`src/rtl/bldr_pkg.sv`:
```
// Shared types and constants for the line and depth rasterizer.
package bldr_pkg;

    localparam int COORD_W         = 6;
    localparam int COLOR_W         = 24;
    localparam int COUNT_W         = COORD_W + 1;
    localparam int ERR_W           = COORD_W + 3;
    localparam int SEG_QUEUE_DEPTH = 2;

    typedef enum logic [2:0] {
        OCT_VERT,
        OCT_HORZ,
        OCT_SHALLOW_UP,
        OCT_STEEP_UP,
        OCT_SHALLOW_DOWN,
        OCT_STEEP_DOWN
    } octant_t;

    typedef enum logic [1:0] {
        BK_IDLE,
        BK_DIV,
        BK_RUN
    } back_state_t;

    // Geometry of one classified segment, as it sits in the queue.
    typedef struct packed {
        logic [COORD_W-1:0] start_x;
        logic [COORD_W-1:0] start_y;
        octant_t            octant;
        logic               depth_down;
        logic [COORD_W:0]   err_inc;
        logic [COORD_W-1:0] err_thr;
        logic [COUNT_W-1:0] pix_count;
        logic [COORD_W-1:0] span;
    } seg_geom_t;

    typedef struct packed {
        logic full;
        logic empty;
    } queue_stat_t;

endpackage

```
`src/rtl/bldr_if.sv`:
```
// Handshake interfaces for segments, pixels and the color register.
interface bldr_seg_if #(parameter int DEPTH_W = 24);
    logic                             valid;
    logic                             ready;
    logic [bldr_pkg::COORD_W-1:0]     start_x;
    logic [bldr_pkg::COORD_W-1:0]     start_y;
    logic signed [DEPTH_W-1:0]        start_depth;
    logic [bldr_pkg::COORD_W-1:0]     end_x;
    logic [bldr_pkg::COORD_W-1:0]     end_y;
    logic signed [DEPTH_W-1:0]        end_depth;

    modport source (output valid, start_x, start_y, start_depth, end_x, end_y, end_depth,
                    input ready);
    modport sink (input valid, start_x, start_y, start_depth, end_x, end_y, end_depth,
                  output ready);
endinterface

interface bldr_pix_if #(parameter int DEPTH_W = 24);
    logic                             valid;
    logic                             ready;
    logic [bldr_pkg::COORD_W-1:0]     pixel_x;
    logic [bldr_pkg::COORD_W-1:0]     pixel_y;
    logic signed [DEPTH_W-1:0]        pixel_depth;
    logic [bldr_pkg::COLOR_W-1:0]     pixel_color;
    logic                             last_pixel;

    modport source (output valid, pixel_x, pixel_y, pixel_depth, pixel_color, last_pixel,
                    input ready);
    modport sink (input valid, pixel_x, pixel_y, pixel_depth, pixel_color, last_pixel,
                  output ready);
endinterface

interface bldr_cfg_if;
    logic                             valid;
    logic                             ready;
    logic [bldr_pkg::COLOR_W-1:0]     line_color;

    modport source (output valid, line_color, input ready);
    modport sink (input valid, line_color, output ready);
endinterface

```
`src/rtl/bldr_front.sv`:
```
// Segment intake: hold one raw segment, clamp, order and classify it for the queue.
module bldr_front #(
    parameter int TILE_SIZE = 64,
    parameter int DEPTH_W   = 24
) (
    input  logic                  clk,
    input  logic                  rst_n,
    bldr_seg_if.sink              seg,
    input  bldr_pkg::queue_stat_t q_stat,
    output logic                  push,
    output bldr_pkg::seg_geom_t   geom,
    output logic [DEPTH_W-1:0]    z0,
    output logic [DEPTH_W-1:0]    dz_mag,
    output logic                  dz_neg
);

    localparam int CW = bldr_pkg::COORD_W;
    localparam logic [CW-1:0] TILE_MAX = CW'(TILE_SIZE - 1);

    logic                      hold_v_reg;
    logic [CW-1:0]             sx_reg, sy_reg, ex_reg, ey_reg;
    logic signed [DEPTH_W-1:0] sz_reg, ez_reg;
    logic                      accept;

    logic [CW-1:0]             x0, y0, x1, y1;
    logic [CW-1:0]             xa, ya, xb, yb;
    logic signed [DEPTH_W-1:0] za, zb;
    logic                      swap;
    logic [CW-1:0]             dx, ady;
    logic                      dy_neg;
    logic signed [DEPTH_W:0]   zdiff, zdiff_neg;

    function automatic logic [CW-1:0] clamp(input logic [CW-1:0] v);
        clamp = (v > TILE_MAX) ? TILE_MAX : v;
    endfunction

    assign seg.ready = !hold_v_reg || !q_stat.full;
    assign accept    = seg.valid && seg.ready;
    assign push      = hold_v_reg && !q_stat.full;

    always_ff @(posedge clk or negedge rst_n)
    begin
        if (!rst_n)
        begin
            hold_v_reg <= 1'b0;
        end
        else if (accept)
        begin
            hold_v_reg <= 1'b1;
        end
        else if (push)
        begin
            hold_v_reg <= 1'b0;
        end
    end

    always_ff @(posedge clk)
    begin
        if (accept)
        begin
            sx_reg <= seg.start_x;
            sy_reg <= seg.start_y;
            sz_reg <= seg.start_depth;
            ex_reg <= seg.end_x;
            ey_reg <= seg.end_y;
            ez_reg <= seg.end_depth;
        end
    end

    always_comb
    begin
        x0 = clamp(sx_reg);
        y0 = clamp(sy_reg);
        x1 = clamp(ex_reg);
        y1 = clamp(ey_reg);

        // Draw left to right: swap the endpoints, depths included.
        swap = x1 < x0;
        xa   = swap ? x1 : x0;
        ya   = swap ? y1 : y0;
        za   = swap ? ez_reg : sz_reg;
        xb   = swap ? x0 : x1;
        yb   = swap ? y0 : y1;
        zb   = swap ? sz_reg : ez_reg;

        dx     = xb - xa;
        dy_neg = yb < ya;
        ady    = dy_neg ? (ya - yb) : (yb - ya);

        zdiff     = (DEPTH_W + 1)'(zb) - (DEPTH_W + 1)'(za);
        zdiff_neg = -zdiff;
        dz_neg    = zdiff[DEPTH_W];
        dz_mag    = dz_neg ? zdiff_neg[DEPTH_W-1:0] : zdiff[DEPTH_W-1:0];
        z0        = za;

        geom.start_x    = xa;
        geom.start_y    = ya;
        geom.depth_down = 1'b0;
        if (dx == '0)
        begin
            // Vertical: every row from the low end up, far end included.
            geom.octant     = bldr_pkg::OCT_VERT;
            geom.start_y    = dy_neg ? yb : ya;
            geom.depth_down = dy_neg;
            geom.err_inc    = '0;
            geom.err_thr    = ady;
            geom.pix_count  = {1'b0, ady} + bldr_pkg::COUNT_W'(1);
            geom.span       = ady;
        end
        else if (ady <= dx)
        begin
            // Shallow, exact diagonal and horizontal: x is the major axis.
            if (ady == '0)
            begin
                geom.octant = bldr_pkg::OCT_HORZ;
            end
            else if (dy_neg)
            begin
                geom.octant = bldr_pkg::OCT_SHALLOW_DOWN;
            end
            else
            begin
                geom.octant = bldr_pkg::OCT_SHALLOW_UP;
            end
            geom.err_inc   = {ady, 1'b0};
            geom.err_thr   = dx;
            geom.pix_count = {1'b0, dx};
            geom.span      = dx;
        end
        else
        begin
            geom.octant    = dy_neg ? bldr_pkg::OCT_STEEP_DOWN : bldr_pkg::OCT_STEEP_UP;
            geom.err_inc   = {dx, 1'b0};
            geom.err_thr   = ady;
            geom.pix_count = {1'b0, ady};
            geom.span      = ady;
        end
    end

endmodule

```
`src/rtl/bldr_fifo.sv`:
```
// Small register queue between the segment classifier and the pixel walker.
module bldr_fifo #(
    parameter int WIDTH = 8,
    parameter int DEPTH = 2
) (
    input  logic                  clk,
    input  logic                  rst_n,
    input  logic                  push,
    input  logic [WIDTH-1:0]      wdata,
    input  logic                  pop,
    output logic [WIDTH-1:0]      rdata,
    output bldr_pkg::queue_stat_t stat
);

    localparam int PTR_W = (DEPTH > 1) ? $clog2(DEPTH) : 1;
    localparam int CNT_W = $clog2(DEPTH + 1);

    logic [WIDTH-1:0] mem_reg [DEPTH];
    logic [PTR_W-1:0] wr_ptr_reg, rd_ptr_reg;
    logic [CNT_W-1:0] count_reg;

    function automatic logic [PTR_W-1:0] bump(input logic [PTR_W-1:0] p);
        bump = (p == PTR_W'(DEPTH - 1)) ? '0 : p + 1'b1;
    endfunction

    assign stat.full  = count_reg == CNT_W'(DEPTH);
    assign stat.empty = count_reg == '0;
    assign rdata      = mem_reg[rd_ptr_reg];

    always_ff @(posedge clk)
    begin
        if (push)
        begin
            mem_reg[wr_ptr_reg] <= wdata;
        end
    end

    always_ff @(posedge clk or negedge rst_n)
    begin
        if (!rst_n)
        begin
            wr_ptr_reg <= '0;
            rd_ptr_reg <= '0;
            count_reg  <= '0;
        end
        else
        begin
            if (push)
            begin
                wr_ptr_reg <= bump(wr_ptr_reg);
            end
            if (pop)
            begin
                rd_ptr_reg <= bump(rd_ptr_reg);
            end
            if (push && !pop)
            begin
                count_reg <= count_reg + 1'b1;
            end
            else if (pop && !push)
            begin
                count_reg <= count_reg - 1'b1;
            end
        end
    end

endmodule

```
`src/rtl/bldr_div.sv`:
```
// Restoring divider, one quotient bit per cycle.
module bldr_div #(
    parameter int DW_N = 24,
    parameter int DV_N = 6
) (
    input  logic            clk,
    input  logic            rst_n,
    input  logic            start,
    input  logic [DW_N-1:0] dividend,
    input  logic [DV_N-1:0] divisor,
    output logic            done,
    output logic [DW_N-1:0] quotient,
    output logic [DV_N-1:0] remainder
);

    localparam int CNT_W = $clog2(DW_N + 1);

    logic [DW_N-1:0]  quo_reg;
    logic [DV_N-1:0]  rem_reg, div_reg;
    logic [CNT_W-1:0] cnt_reg;
    logic             done_reg;
    logic [DV_N:0]    trial, trial_sub;
    logic             ge;

    assign trial     = {rem_reg, quo_reg[DW_N-1]};
    assign ge        = trial >= {1'b0, div_reg};
    assign trial_sub = trial - {1'b0, div_reg};

    assign done      = done_reg;
    assign quotient  = quo_reg;
    assign remainder = rem_reg;

    always_ff @(posedge clk or negedge rst_n)
    begin
        if (!rst_n)
        begin
            cnt_reg  <= '0;
            done_reg <= 1'b0;
        end
        else
        begin
            done_reg <= (cnt_reg == CNT_W'(1));
            if (start)
            begin
                cnt_reg <= CNT_W'(DW_N);
            end
            else if (cnt_reg != '0)
            begin
                cnt_reg <= cnt_reg - 1'b1;
            end
        end
    end

    always_ff @(posedge clk)
    begin
        if (start)
        begin
            quo_reg <= dividend;
            rem_reg <= '0;
            div_reg <= divisor;
        end
        else if (cnt_reg != '0)
        begin
            quo_reg <= {quo_reg[DW_N-2:0], ge};
            rem_reg <= ge ? trial_sub[DV_N-1:0] : trial[DV_N-1:0];
        end
    end

endmodule

```
`src/rtl/bldr_back.sv`:
```
// Pixel walker: per-segment depth step division, then error-term stepping per pixel.
module bldr_back #(
    parameter int DEPTH_W = 24
) (
    input  logic                         clk,
    input  logic                         rst_n,
    input  bldr_pkg::queue_stat_t        q_stat,
    output logic                         pop,
    input  bldr_pkg::seg_geom_t          geom,
    input  logic [DEPTH_W-1:0]           z0,
    input  logic [DEPTH_W-1:0]           dz_mag,
    input  logic                         dz_neg,
    input  logic [bldr_pkg::COLOR_W-1:0] line_color,
    bldr_pix_if.source                   pix
);

    localparam int CW  = bldr_pkg::COORD_W;
    localparam int NW  = bldr_pkg::COUNT_W;
    localparam int EW  = bldr_pkg::ERR_W;
    localparam int DW  = DEPTH_W;

    bldr_pkg::back_state_t state_reg, state_next;
    bldr_pkg::octant_t     oct_reg, oct_next;
    logic [CW-1:0]         x_reg, x_next, y_reg, y_next;
    logic [CW:0]           inc_reg, inc_next;
    logic [CW-1:0]         thr_reg, thr_next, span_reg, span_next;
    logic [NW-1:0]         remain_reg, remain_next;
    logic signed [EW-1:0]  d_reg, d_next;
    logic                  down_reg, down_next, dzn_reg, dzn_next;
    logic [DW-1:0]         z0_reg, z0_next, qd_reg, qd_next, q_reg, q_next;
    logic [CW-1:0]         rd_reg, rd_next, r_reg, r_next;

    logic                  out_v_reg, out_v_next, out_last_reg, out_last_next;
    logic [CW-1:0]         out_x_reg, out_x_next, out_y_reg, out_y_next;
    logic [DW-1:0]         out_z_reg, out_z_next;
    logic [bldr_pkg::COLOR_W-1:0] out_c_reg, out_c_next;

    logic                  div_start, div_done;
    logic [DW-1:0]         div_quo;
    logic [CW-1:0]         div_rem;

    logic                  emit, last;
    logic signed [EW-1:0]  d_add, d_sub, thr_ext, thr2_ext;
    logic                  minor_step;
    logic [CW-1:0]         x_adv, y_adv;
    logic [CW:0]           r_up, r_up_sub, r_dn, r_dn_add;
    logic                  up_wrap, dn_borrow;
    logic [DW-1:0]         q_step;
    logic [CW-1:0]         r_step;
    logic signed [DW:0]    z_sum;

    bldr_div #(
        .DW_N (DW),
        .DV_N (CW)
    ) u_div (
        .clk       (clk),
        .rst_n     (rst_n),
        .start     (div_start),
        .dividend  (dz_mag),
        .divisor   (geom.span),
        .done      (div_done),
        .quotient  (div_quo),
        .remainder (div_rem)
    );

    assign pix.valid       = out_v_reg;
    assign pix.pixel_x     = out_x_reg;
    assign pix.pixel_y     = out_y_reg;
    assign pix.pixel_depth = out_z_reg;
    assign pix.pixel_color = out_c_reg;
    assign pix.last_pixel  = out_last_reg;

    // Error term: the minor axis advances only when the error exceeds the major span.
    always_comb
    begin
        thr_ext    = $signed(EW'(thr_reg));
        thr2_ext   = $signed(EW'({thr_reg, 1'b0}));
        d_add      = d_reg + $signed(EW'(inc_reg));
        d_sub      = d_add - thr2_ext;
        minor_step = d_add > thr_ext;

        x_adv = x_reg;
        y_adv = y_reg;
        unique case (oct_reg)
            bldr_pkg::OCT_VERT:
            begin
                y_adv = y_reg + 1'b1;
            end
            bldr_pkg::OCT_HORZ:
            begin
                x_adv = x_reg + 1'b1;
            end
            bldr_pkg::OCT_SHALLOW_UP:
            begin
                x_adv = x_reg + 1'b1;
                y_adv = minor_step ? y_reg + 1'b1 : y_reg;
            end
            bldr_pkg::OCT_STEEP_UP:
            begin
                y_adv = y_reg + 1'b1;
                x_adv = minor_step ? x_reg + 1'b1 : x_reg;
            end
            bldr_pkg::OCT_SHALLOW_DOWN:
            begin
                x_adv = x_reg + 1'b1;
                y_adv = minor_step ? y_reg - 1'b1 : y_reg;
            end
            bldr_pkg::OCT_STEEP_DOWN:
            begin
                y_adv = y_reg - 1'b1;
                x_adv = minor_step ? x_reg + 1'b1 : x_reg;
            end
            default:
            begin
                x_adv = x_reg + 1'b1;
            end
        endcase
    end

    // Depth quotient q and remainder r track offset*|dz| = q*span + r, stepped by one offset.
    always_comb
    begin
        r_up      = {1'b0, r_reg} + {1'b0, rd_reg};
        r_up_sub  = r_up - {1'b0, span_reg};
        up_wrap   = r_up >= {1'b0, span_reg};
        r_dn      = {1'b0, r_reg} - {1'b0, rd_reg};
        r_dn_add  = r_dn + {1'b0, span_reg};
        dn_borrow = r_dn[CW];
        if (down_reg)
        begin
            q_step = q_reg - qd_reg - DW'(dn_borrow);
            r_step = dn_borrow ? r_dn_add[CW-1:0] : r_dn[CW-1:0];
        end
        else
        begin
            q_step = q_reg + qd_reg + DW'(up_wrap);
            r_step = up_wrap ? r_up_sub[CW-1:0] : r_up[CW-1:0];
        end
        z_sum = (DW + 1)'($signed(z0_reg))
              + (dzn_reg ? -$signed({1'b0, q_reg}) : $signed({1'b0, q_reg}));
    end

    always_comb
    begin
        state_next    = state_reg;
        oct_next      = oct_reg;
        x_next        = x_reg;
        y_next        = y_reg;
        inc_next      = inc_reg;
        thr_next      = thr_reg;
        span_next     = span_reg;
        remain_next   = remain_reg;
        d_next        = d_reg;
        down_next     = down_reg;
        dzn_next      = dzn_reg;
        z0_next       = z0_reg;
        qd_next       = qd_reg;
        rd_next       = rd_reg;
        q_next        = q_reg;
        r_next        = r_reg;
        out_x_next    = out_x_reg;
        out_y_next    = out_y_reg;
        out_z_next    = out_z_reg;
        out_c_next    = out_c_reg;
        out_last_next = out_last_reg;
        pop           = 1'b0;
        div_start     = 1'b0;

        emit       = (state_reg == bldr_pkg::BK_RUN) && (!out_v_reg || pix.ready);
        last       = remain_reg == NW'(1);
        out_v_next = out_v_reg && !pix.ready;

        unique case (state_reg)
            bldr_pkg::BK_IDLE:
            begin
                if (!q_stat.empty)
                begin
                    pop         = 1'b1;
                    oct_next    = geom.octant;
                    x_next      = geom.start_x;
                    y_next      = geom.start_y;
                    inc_next    = geom.err_inc;
                    thr_next    = geom.err_thr;
                    span_next   = geom.span;
                    remain_next = geom.pix_count;
                    down_next   = geom.depth_down;
                    dzn_next    = dz_neg;
                    z0_next     = z0;
                    d_next      = '0;
                    r_next      = '0;
                    q_next      = geom.depth_down ? dz_mag : '0;
                    if (geom.span == '0)
                    begin
                        // One-point segment: depth is z0, no division.
                        qd_next    = '0;
                        rd_next    = '0;
                        state_next = bldr_pkg::BK_RUN;
                    end
                    else
                    begin
                        div_start  = 1'b1;
                        state_next = bldr_pkg::BK_DIV;
                    end
                end
            end
            bldr_pkg::BK_DIV:
            begin
                if (div_done)
                begin
                    qd_next    = div_quo;
                    rd_next    = div_rem;
                    state_next = bldr_pkg::BK_RUN;
                end
            end
            bldr_pkg::BK_RUN:
            begin
                if (emit)
                begin
                    out_v_next    = 1'b1;
                    out_x_next    = x_reg;
                    out_y_next    = y_reg;
                    out_z_next    = z_sum[DW-1:0];
                    out_c_next    = line_color;
                    out_last_next = last;
                    remain_next   = remain_reg - 1'b1;
                    x_next        = x_adv;
                    y_next        = y_adv;
                    d_next        = minor_step ? d_sub : d_add;
                    q_next        = q_step;
                    r_next        = r_step;
                    if (last)
                    begin
                        state_next = bldr_pkg::BK_IDLE;
                    end
                end
            end
            default:
            begin
                state_next = bldr_pkg::BK_IDLE;
            end
        endcase
    end

    always_ff @(posedge clk or negedge rst_n)
    begin
        if (!rst_n)
        begin
            state_reg  <= bldr_pkg::BK_IDLE;
            out_v_reg  <= 1'b0;
            remain_reg <= '0;
        end
        else
        begin
            state_reg  <= state_next;
            out_v_reg  <= out_v_next;
            remain_reg <= remain_next;
        end
    end

    always_ff @(posedge clk)
    begin
        oct_reg      <= oct_next;
        x_reg        <= x_next;
        y_reg        <= y_next;
        inc_reg      <= inc_next;
        thr_reg      <= thr_next;
        span_reg     <= span_next;
        d_reg        <= d_next;
        down_reg     <= down_next;
        dzn_reg      <= dzn_next;
        z0_reg       <= z0_next;
        qd_reg       <= qd_next;
        rd_reg       <= rd_next;
        q_reg        <= q_next;
        r_reg        <= r_next;
        out_x_reg    <= out_x_next;
        out_y_reg    <= out_y_next;
        out_z_reg    <= out_z_next;
        out_c_reg    <= out_c_next;
        out_last_reg <= out_last_next;
    end

`ifndef SYNTH
    a_run_has_pixels: assert property (@(posedge clk) disable iff (!rst_n)
        state_reg == bldr_pkg::BK_RUN |-> remain_reg != '0)
        else $error("walker running with no pixels left");

    a_last_ends_segment: assert property (@(posedge clk) disable iff (!rst_n)
        (emit && last) |=> (state_reg == bldr_pkg::BK_IDLE && out_v_reg && out_last_reg))
        else $error("last pixel did not close the segment");

    a_div_done_in_div: assert property (@(posedge clk) disable iff (!rst_n)
        div_done |-> state_reg == bldr_pkg::BK_DIV)
        else $error("divider finished outside the divide phase");

    a_pop_only_idle: assert property (@(posedge clk) disable iff (!rst_n)
        pop |=> state_reg != bldr_pkg::BK_IDLE)
        else $error("segment popped but walker stayed idle");
`endif

endmodule

```
`src/rtl/bresenham_line_depth_rasterizer_core.sv`:
```
// Top level of the line rasterizer with depth interpolation.
// Takes one segment per transfer on seg and produces its pixels, one per transfer on pix, in
// drawing order (left to right; vertical segments from the smaller row up), each with
// position, depth z0 + offset*(z1-z0)/span truncated toward zero, the configured color and a
// last flag. The walker pops each segment, runs it through a serial divider that computes
// |z1-z0|/span once per segment, one quotient bit per cycle, then emits one pixel per
// cycle while pix takes them. A single-point segment skips the divider. Segments are
// accepted meanwhile into a holding register and a two-entry queue, so seg stalls only
// when both are full. Coordinates above TILE_SIZE-1 are saturated. The color register is
// written over cfg (always ready) and must only change while no segment is in flight.
module bresenham_line_depth_rasterizer_core #(
    parameter int TILE_SIZE   = 64,
    parameter int DEPTH_WIDTH = 24
) (
    input  logic       clk,
    input  logic       rst_n,
    bldr_cfg_if.sink   cfg,
    bldr_seg_if.sink   seg,
    bldr_pix_if.source pix
);

    localparam int ENTRY_W = $bits(bldr_pkg::seg_geom_t) + 2 * DEPTH_WIDTH + 1;

    logic [bldr_pkg::COLOR_W-1:0] line_color_reg;

    // Front side of the queue
    bldr_pkg::seg_geom_t    f_geom;
    logic [DEPTH_WIDTH-1:0] f_z0, f_dz_mag;
    logic                   f_dz_neg;
    logic                   q_push;

    // Back side of the queue
    bldr_pkg::seg_geom_t    b_geom;
    logic [DEPTH_WIDTH-1:0] b_z0, b_dz_mag;
    logic                   b_dz_neg;
    logic                   q_pop;

    bldr_pkg::queue_stat_t  q_stat;
    logic [ENTRY_W-1:0]     q_wdata, q_rdata;

    // Color register: always ready, hold between writes.
    assign cfg.ready = 1'b1;

    always_ff @(posedge clk or negedge rst_n)
    begin
        if (!rst_n)
        begin
            line_color_reg <= '0;
        end
        else if (cfg.valid)
        begin
            line_color_reg <= cfg.line_color;
        end
    end

    // Intake and classification
    bldr_front #(
        .TILE_SIZE (TILE_SIZE),
        .DEPTH_W   (DEPTH_WIDTH)
    ) u_front (
        .clk    (clk),
        .rst_n  (rst_n),
        .seg    (seg),
        .q_stat (q_stat),
        .push   (q_push),
        .geom   (f_geom),
        .z0     (f_z0),
        .dz_mag (f_dz_mag),
        .dz_neg (f_dz_neg)
    );

    // Segment queue decouples intake from pixel walking.
    assign q_wdata = {f_geom, f_z0, f_dz_mag, f_dz_neg};
    assign {b_geom, b_z0, b_dz_mag, b_dz_neg} = q_rdata;

    bldr_fifo #(
        .WIDTH (ENTRY_W),
        .DEPTH (bldr_pkg::SEG_QUEUE_DEPTH)
    ) u_queue (
        .clk   (clk),
        .rst_n (rst_n),
        .push  (q_push),
        .wdata (q_wdata),
        .pop   (q_pop),
        .rdata (q_rdata),
        .stat  (q_stat)
    );

    // Division and per-pixel stepping
    bldr_back #(
        .DEPTH_W (DEPTH_WIDTH)
    ) u_back (
        .clk        (clk),
        .rst_n      (rst_n),
        .q_stat     (q_stat),
        .pop        (q_pop),
        .geom       (b_geom),
        .z0         (b_z0),
        .dz_mag     (b_dz_mag),
        .dz_neg     (b_dz_neg),
        .line_color (line_color_reg),
        .pix        (pix)
    );

endmodule

```
`src/flat_wrapper.sv`:
```
// flat-port wrapper written by rule: the top's interface ports become plain ports
module bresenham_line_depth_rasterizer_core_flat 
#(
    parameter int TILE_SIZE   = 64,
    parameter int DEPTH_WIDTH = 24
)
  (clk, rst_n, cfg_valid, cfg_line_color, cfg_ready, seg_valid, seg_start_x, seg_start_y, seg_start_depth, seg_end_x, seg_end_y, seg_end_depth, seg_ready, pix_valid, pix_pixel_x, pix_pixel_y, pix_pixel_depth, pix_pixel_color, pix_last_pixel, pix_ready);
  bldr_cfg_if cfg_i ();
  bldr_seg_if #(.DEPTH_W(DEPTH_WIDTH)) seg_i ();
  bldr_pix_if #(.DEPTH_W(DEPTH_WIDTH)) pix_i ();
  input  logic clk;
  input  logic rst_n;
  input wire logic [$bits(cfg_i.valid)-1:0] cfg_valid;
  input wire logic [$bits(cfg_i.line_color)-1:0] cfg_line_color;
  output wire logic [$bits(cfg_i.ready)-1:0] cfg_ready;
  input wire logic [$bits(seg_i.valid)-1:0] seg_valid;
  input wire logic [$bits(seg_i.start_x)-1:0] seg_start_x;
  input wire logic [$bits(seg_i.start_y)-1:0] seg_start_y;
  input wire logic [$bits(seg_i.start_depth)-1:0] seg_start_depth;
  input wire logic [$bits(seg_i.end_x)-1:0] seg_end_x;
  input wire logic [$bits(seg_i.end_y)-1:0] seg_end_y;
  input wire logic [$bits(seg_i.end_depth)-1:0] seg_end_depth;
  output wire logic [$bits(seg_i.ready)-1:0] seg_ready;
  output wire logic [$bits(pix_i.valid)-1:0] pix_valid;
  output wire logic [$bits(pix_i.pixel_x)-1:0] pix_pixel_x;
  output wire logic [$bits(pix_i.pixel_y)-1:0] pix_pixel_y;
  output wire logic [$bits(pix_i.pixel_depth)-1:0] pix_pixel_depth;
  output wire logic [$bits(pix_i.pixel_color)-1:0] pix_pixel_color;
  output wire logic [$bits(pix_i.last_pixel)-1:0] pix_last_pixel;
  input wire logic [$bits(pix_i.ready)-1:0] pix_ready;
  assign cfg_i.valid = cfg_valid;
  assign cfg_i.line_color = cfg_line_color;
  assign cfg_ready = cfg_i.ready;
  assign seg_i.valid = seg_valid;
  assign seg_i.start_x = seg_start_x;
  assign seg_i.start_y = seg_start_y;
  assign seg_i.start_depth = seg_start_depth;
  assign seg_i.end_x = seg_end_x;
  assign seg_i.end_y = seg_end_y;
  assign seg_i.end_depth = seg_end_depth;
  assign seg_ready = seg_i.ready;
  assign pix_valid = pix_i.valid;
  assign pix_pixel_x = pix_i.pixel_x;
  assign pix_pixel_y = pix_i.pixel_y;
  assign pix_pixel_depth = pix_i.pixel_depth;
  assign pix_pixel_color = pix_i.pixel_color;
  assign pix_last_pixel = pix_i.last_pixel;
  assign pix_i.ready = pix_ready;
  bresenham_line_depth_rasterizer_core #(.TILE_SIZE(TILE_SIZE), .DEPTH_WIDTH(DEPTH_WIDTH)) u_core (.clk(clk), .rst_n(rst_n), .cfg(cfg_i), .seg(seg_i), .pix(pix_i));
endmodule
```
`config.mk`:
```
export PLATFORM = sky130hd
export DESIGN_NAME = bresenham_line_depth_rasterizer_core_flat
export DESIGN_NICKNAME = d
export VERILOG_FILES = /design/src/rtl/bldr_pkg.sv /design/src/rtl/bldr_if.sv /design/src/rtl/bldr_front.sv /design/src/rtl/bldr_fifo.sv /design/src/rtl/bldr_div.sv /design/src/rtl/bldr_back.sv /design/src/rtl/bresenham_line_depth_rasterizer_core.sv /design/src/flat_wrapper.sv
export SDC_FILE = /design/constraint.sdc
export NUM_CORES = 1
export LEC_CHECK = 0
export BUFFER_PORTS_ARGS = -buffer_cell sky130_fd_sc_hd__buf_2
export CORE_ASPECT_RATIO = 1.25
export CORE_MARGIN = 4
export CORE_UTILIZATION = 62
export DETAILED_ROUTE_END_ITERATION = 10
export PLACE_DENSITY = 0.8
export SYNTH_ARGS = -nofsm -noshare
export SYNTH_HDL_FRONTEND = slang
export SYNTH_SLANG_ARGS = --single-unit
```
`constraint.sdc`:
```
create_clock -name clk -period 19.5 [get_ports clk]
set_input_delay 2.925 -clock clk [delete_from_list [all_inputs] [get_ports clk]]
set_output_delay 2.925 -clock clk [all_outputs]
set_load 0.01 [all_outputs]
```
==> flow_summary.toml, run 1 <==
[yosys]
synth.area.top_cells = "edfxtp_1, ha_1, xnor2_1, dfrtp_1, nand2_1"
ys_ff_latch = 503
yosys.area.top_type = "edfxtp_1"
yosys-top-cells-count = "edfxtp_1, nand2_1, inv_1"
synth.distinct_cells = 91
ys_seq_area_share_pct = 52.00
yosys_most_used_dff = "edfxtp_1"
async_flop_share_pct = 8.946
syn_inst = 2545
ys_warn_count = 0
synthesis.area_sq_mm = 0.02850
synth-edff-count = 452
synth_nets = 2834
synth_top_area_share_pct = 47.62
syn_area_per_cell_sq_um = 11.20
yosysMostFrequentCell = "edfxtp_1"

[cts]
htreeDepth = 2
postCtsSetupBuffers = 0
clockBufferDepth = 3
clkTransAtPathRegs_ns = 0.06
cts_buffers = 49
ctsHoldBuffers = 0
clock-sinks = 503
cts_tree = "built"
cts_resized = 0
clk_latency_ns = 0.60
cts_root_buf = "clkbuf_16"

[sta]
slew_violations = 0
clock_skew_ns = 0.02072
hold_viol = 0
worst_pin_slew_ns = 1.161
setup_slack_ns = 12.34
post-route-min-period_ns = 7.162
finalSetupTns_ns = 0
slew_headroom_pct = 22.42
rsz0062_at_grt = "false"
max_freq_mhz = 139.6
setup-violations-final = 0
min_period_over_period_pct = 36.73

[grt]
grt_pass1_vias = 19796
grt_start_max_net_pins = 71
grt_overflow_total = 0
antenna_found_initial = 0
grt_first_pass_wirelength_um = 98840
grt_use_total_pct = 24.91

[layout]
fillers = 3199
layout-drive-gt1-share_pct = 13.94
stdcell_area_sq_mm = 0.03159
syn_to_final_growth_pct = 10.83
multi_input_area_sq_mm = 0.01265
regArea_sq_mm = 0.01482
antenna_cells = 0
nets = 2990
largest_reg_flops = 168

[setup_path]
r2r_cells = 27
required_ns = 19.85
critical_path.startpoint_type = "flip-flop"
critPathMaxFanout = 66
slowest_delay_ns = 0.60
slowest_stage = "buf_4"
rr_endpoint = "u_core.u_queue.mem_reg[1][59]$_DFFE_PP_"
reg2reg_from = "u_core.u_front.ex_reg[1]$_DFFE_PP_"
reg2reg_slack_ns = 12.34
worstPathArrival_ns = 7.51
path_class = "reg2reg"
endpoint_kind = "flip-flop"

[route]
wl_um = 61970
wl_per_cell_um = 18.67
drt_first_pass_iters = 5
num_vias = 19739
drc = 0
drtIter0Drc = 1321
ant_nets = 0
vias_per_cell = 5.947

[floorplanning]
die_w_um = 199.8
start_util_pct = 62.94
rows = 87
design.core.area_sq_mm = 0.04528
dieArea_sq_mm = 0.04948
die_h_um = 247.7
num_io_pins = 165

[placement]
io_buffers = 163
dp.final_hpwl_um = 44880
gp_congestion = 0.8773
place_area_sq_mm = 0.02992
pre_cts_slack_ns = 12.45

[worst_hold_path]
hp-class = "reg2reg"
min_path_cells = 0
hold_end = "u_core.u_back.pix.pixel_color[15]$_DFFE_PP_"
min_from = "u_core.line_color_reg[15]$_DFFE_PN0P_"

[run]
maxCapViolCount = 0

[run_status]
status = "complete, no violations"
## logic make-up (layout without fill, tap and decap cells)
group           Yosys count  after routing  synth area share (%)
compound gates          553            553                 12.35
xor+xnor                184            184                 5.681
fa+ha+maj               214            214                 9.566
buf+inv                 277            473                 3.762
flops                   503            503                 52.00
mux                     144            144                 5.439
other cells               1              1               0.01316
simple gates            669            669                 11.20
## how the worst max path moves through the flow
| stage | slack, ns | start | cells after the start | to |
|---|---|---|---|---|
| after floorplan | 11.99 | pix_ready | 6 | u_core.u_back.remain_reg[2]$_DFFE_PN0P_ |
| after global placement | 12.63 | u_core.u_front.ex_reg[1]$_DFFE_PP_ | 27 | u_core.u_queue.mem_reg[0][59]$_DFFE_PP_ |
| after global routing | 11.70 | u_core.u_front.ex_reg[1]$_DFFE_PP_ | 27 | u_core.u_queue.mem_reg[1][59]$_DFFE_PP_ |
| after detailed placement | 12.45 | u_core.u_front.ex_reg[1]$_DFFE_PP_ | 27 | u_core.u_queue.mem_reg[0][59]$_DFFE_PP_ |
| after CTS | 12.38 | u_core.u_front.ex_reg[1]$_DFFE_PP_ | 27 | u_core.u_queue.mem_reg[0][59]$_DFFE_PP_ |
| final | 12.34 | u_core.u_front.ex_reg[1]$_DFFE_PP_ | 27 | u_core.u_queue.mem_reg[1][59]$_DFFE_PP_ |
## metal layers
layer  track usage (%)  part of all wire [%]  up-vias
met2             43.46                    50      648
met1             31.98                    41     9458
met5                 0                     0        -
met4             8.273                   3.2        0
li1                  -                     -     9496
met3             3.788                   6.0      137
## critical path, delay by kind of cell, from the launching register on
family | cells | cell delay, ns
AO/OA/AOI/OAI | 11 | 2.40
multiplexers | 1 | 0.38
adder cells (fa/ha/maj) | 3 | 1.07
XOR/XNOR | 1 | 0.42
flip-flops | 1 | 0.44
AND/OR/NAND/NOR | 8 | 1.29
buffers and inverters | 3 | 0.90
## metrics by stage
stage	util, %	std cells	hold WS [ns]
global placement	66.07	3228	0.4239
global route	69.75	3319	0.4483
floorplan	-	2545	0.4211
detailed placement	66.07	3228	0.4284
finish	69.75	3319	0.4421
CTS	69.75	3319	0.4443
## cell usage in the layout (no fill, tap or decap), drive strengths merged, types with 19 or more instances in the layout
master and n:
a211oi 21, a21o 26, a21oi 152, and2 42
buf 185, clkbuf 60, clkinv 19, dfrtp 45
edfxtp 452, ha 173, inv 200, maj3 26
mux2 74, mux2i 70, nand2 222, nand2b 32
nand3 43, nor2 165, nor2b 57, nor3 39
o21ai 162, o21bai 27, o31ai 28, xnor2 138
xor2 46
## final cells by class
cell class / count / area share, %
Sequential cell: 503 / 46.93
Multi-Input combinational cell: 1765 / 40.06
Clock buffer: 60 / 4.144
Timing Repair Buffer: 185 / 3.106
Inverter: 197 / 2.341
Tap cell: 578 / 2.290
Clock inverter: 31 / 1.133
Power of run 1 is left out: the tool's default activity adds up to more than one toggle a clock period on the data nets, which glitch-free logic cannot reach.
==> inputs of run 2 (changes only) <==
--- a/config.mk
+++ b/config.mk
@@ -5,6 +5,7 @@
 export SDC_FILE = /design/constraint.sdc
 export NUM_CORES = 1
 export LEC_CHECK = 0
+export ABC_AREA = 1
 export BUFFER_PORTS_ARGS = -buffer_cell sky130_fd_sc_hd__buf_2
 export CORE_ASPECT_RATIO = 1.25
 export CORE_MARGIN = 4
==> constraint.sdc (replaced) <==
create_clock -name clk -period 6.84 [get_ports clk]
set_input_delay 1.026 -clock clk [delete_from_list [all_inputs] [get_ports clk]]
set_output_delay 1.026 -clock clk [all_outputs]
set_load 0.01 [all_outputs]
==> flow_summary.toml, run 2 <==
[run_status]
status = "complete, no violations"

[floorplanning]
die_w_um = 199.2
die_h_um = 247.0
start_util_pct = 62.72
dieArea_sq_mm = 0.04921
num_io_pins = 165
design.core.area_sq_mm = 0.04517
rows = 87

[yosys]
synth_xor_area_share_pct = 3.948
ys_warn_count = 0
ys_seq_area_share_pct = 52.30
syn_inst = 3030
synth-edff-count = 452
synth.distinct_cells = 61
synthMuxAreaShare_pct = 0.9891
synth.area.top_cells = "edfxtp_1, nand2_1, ha_1, inv_1, dfrtp_1"
async_flop_share_pct = 8.946
yosys-top-cells-count = "nand2_1, edfxtp_1, inv_1"
synth_top_family_by_area = "simple AND/OR/NAND/NOR gates"
yosys.area.top_type = "edfxtp_1"
ys_ff_latch = 503
syn_area_per_cell_sq_um = 9.351
synth_nets = 3319
synth_compound_area_share_pct = 9.609
synthesis.area_sq_mm = 0.02833
synth_simple_gate_area_share_pct = 18.32
yosysMostFrequentCell = "nand2_1"
synth_top_area_share_pct = 47.90
yosys_most_used_dff = "edfxtp_1"
synthAdderAreaFrac_pct = 8.699

[route]
drt_first_pass_iters = 7
drc = 0
num_vias = 21460
drtIter0Drc = 1535
vias_per_cell = 5.634
wl_um = 65110
wl_per_cell_um = 17.09
ant_nets = 0

[cts]
cts_tree = "built"
clkTransAtPathRegs_ns = 0.06
htreeDepth = 2
clk_latency_ns = 0.60
postCtsSetupBuffers = 0
cts_resized = 0
clock-sinks = 503
clockBufferDepth = 3
cts_root_buf = "clkbuf_16"
cts_buffers = 48
ctsHoldBuffers = 0

[setup_path]
endpoint_kind = "flip-flop"
path_buf_inv = 5
crit_top_cell = "o21ai_0"
cp.depth = 28
required_ns = 7.16
rr_endpoint = "u_core.u_queue.mem_reg[0][58]$_DFFE_PP_"
slowest_delay_ns = 0.39
reg2reg_from = "u_core.u_front.ex_reg[5]$_DFFE_PP_"
endpoint = "u_core.u_queue.mem_reg[0][58]$_DFFE_PP_"
reg2reg_slack_ns = 0.65
path_delay_family = "compound AO/OA/AOI/OAI gates"
crit_start = "u_core.u_front.ex_reg[5]$_DFFE_PP_"
r2r_cells = 28
slowest_stage = "edfxtp_1"
path_class = "reg2reg"
critPathMaxFanout = 26
worstPathArrival_ns = 6.51
critical_path.startpoint_type = "flip-flop"

[placement]
gp_congestion = 0.9801
io_buffers = 163
dp.final_hpwl_um = 48260

[sta]
hold_viol = 0
slew_headroom_pct = 24.25
worst_pin_slew_ns = 1.129
finalSetupTns_ns = 0
rsz0062_at_grt = "false"
setup-violations-final = 0
post-route-min-period_ns = 6.192
slew_violations = 0
whs_ns = 0.4436
min_period_over_period_pct = 90.53
max_freq_mhz = 161.5
clock_skew_ns = 0.01159

[grt]
grt_use_total_pct = 26.07
grt_pass1_vias = 20811
grt_start_max_net_pins = 73
grt_overflow_total = 0
antenna_found_initial = 0
grt_first_pass_wirelength_um = 103000

[layout]
nets = 3480
largest_reg_flops = 168
syn_to_final_growth_pct = 10.91
final_cell_mix = "nand2_1, edfxtp_1, inv_1, nor2_1, o21ai_0"
antenna_cells = 0
layout-drive-gt1-share_pct = 10.80
fillers = 3408
final_common_cell = "nand2_1"

[run]
maxCapViolCount = 0

[worst_hold_path]
hp-class = "reg2reg"
run 2: cell types whose count changed in the layout (fill, tap and decap cells not counted), moves of 25 or more:
| cell | change |
|---|---|
| inv_1 | +175 |
| nand2b_1 | -32 |
| maj3_1 | -25 |
| and2_1 | -34 |
| nor2_1 | +65 |
| mux2_2 | -50 |
| nand3_1 | +92 |
| xor2_1 | +52 |
| xnor2_1 | -111 |
| nand2_1 | +529 |
| nor2b_1 | -53 |
| mux2i_1 | -66 |
| o21ai_0 | +40 |
run 2: how the worst min path moves through the flow:
stage / start / slack, ns / cells after the start / to
after detailed placement: u_core.line_color_reg[17]$_DFFE_PN0P_ / 0.43 / 0 / u_core.u_back.pix.pixel_color[17]$_DFFE_PP_
after global routing: u_core.line_color_reg[8]$_DFFE_PN0P_ / 0.46 / 0 / u_core.u_back.pix.pixel_color[8]$_DFFE_PP_
after floorplan: u_core.line_color_reg[0]$_DFFE_PN0P_ / 0.42 / 0 / u_core.u_back.pix.pixel_color[0]$_DFFE_PP_
after CTS: u_core.line_color_reg[17]$_DFFE_PN0P_ / 0.44 / 0 / u_core.u_back.pix.pixel_color[17]$_DFFE_PP_
after global placement: u_core.line_color_reg[19]$_DFFE_PN0P_ / 0.42 / 0 / u_core.u_back.pix.pixel_color[19]$_DFFE_PP_
final: u_core.line_color_reg[2]$_DFFE_PN0P_ / 0.44 / 0 / u_core.u_back.pix.pixel_color[2]$_DFFE_PP_
run 2: cell type report:
class                           count  area (sq um)  area share (%)
Multi-Input combinational cell   2077         11820           37.60
Inverter                          380          1430           4.551
Timing Repair Buffer              181         950.9           3.026
Clock inverter                     33         397.9           1.266
Tap cell                          578         723.2           2.301
Sequential cell                   503         14820           47.16
Clock buffer                       57          1287           4.097
run 2: logic make-up after synthesis:
group                      after synthesis
DFF                                    503
muxes                                   25
buffers and inverters                  450
other                                    1
and+or+nand+nor                       1248
AOI/OAI and AO/OA                      489
xor gates and xnor gates               126
adders and majority gates              188
run 2: metal layers:
layer | up-vias | global-route usage, % | share of wire [%] | wire [um]
met5 | - | 0 | 0 | 0
met4 | 0 | 7.928 | 2.8 | 1848
met3 | 119 | 3.393 | 6.6 | 4275
met2 | 733 | 45.51 | 49 | 32210
met1 | 10090 | 34.07 | 41 | 26770
li1 | 10518 | - | - | -
run 2: through the flow:
step / area [sq um] / setup slack [ns] / instances / utilization [%]
after floorplan: 28330 / 0.9809 / 3030 / -
after global placement: 29740 / 0.9832 / 3719 / 65.82
after detailed placement: 29740 / 0.7905 / 3719 / 65.82
after CTS: 31420 / 0.7603 / 3809 / 69.56
after global routing: 31430 / 0.01616 / 3809 / 69.56
final: 31430 / 0.6480 / 3809 / 69.56
run 2: worst register-to-register path, delay by kind of cell, from the launching register on:
| kind | cells | cell delay, ns |
|---|---|---|
| compound gates | 12 | 2.01 |
| xor+xnor | 1 | 0.29 |
| fa+ha+maj | 3 | 0.99 |
| buf+inv | 5 | 0.95 |
| flops | 1 | 0.39 |
| simple gates | 7 | 1.30 |
Power of run 2 is left out for the same reason.
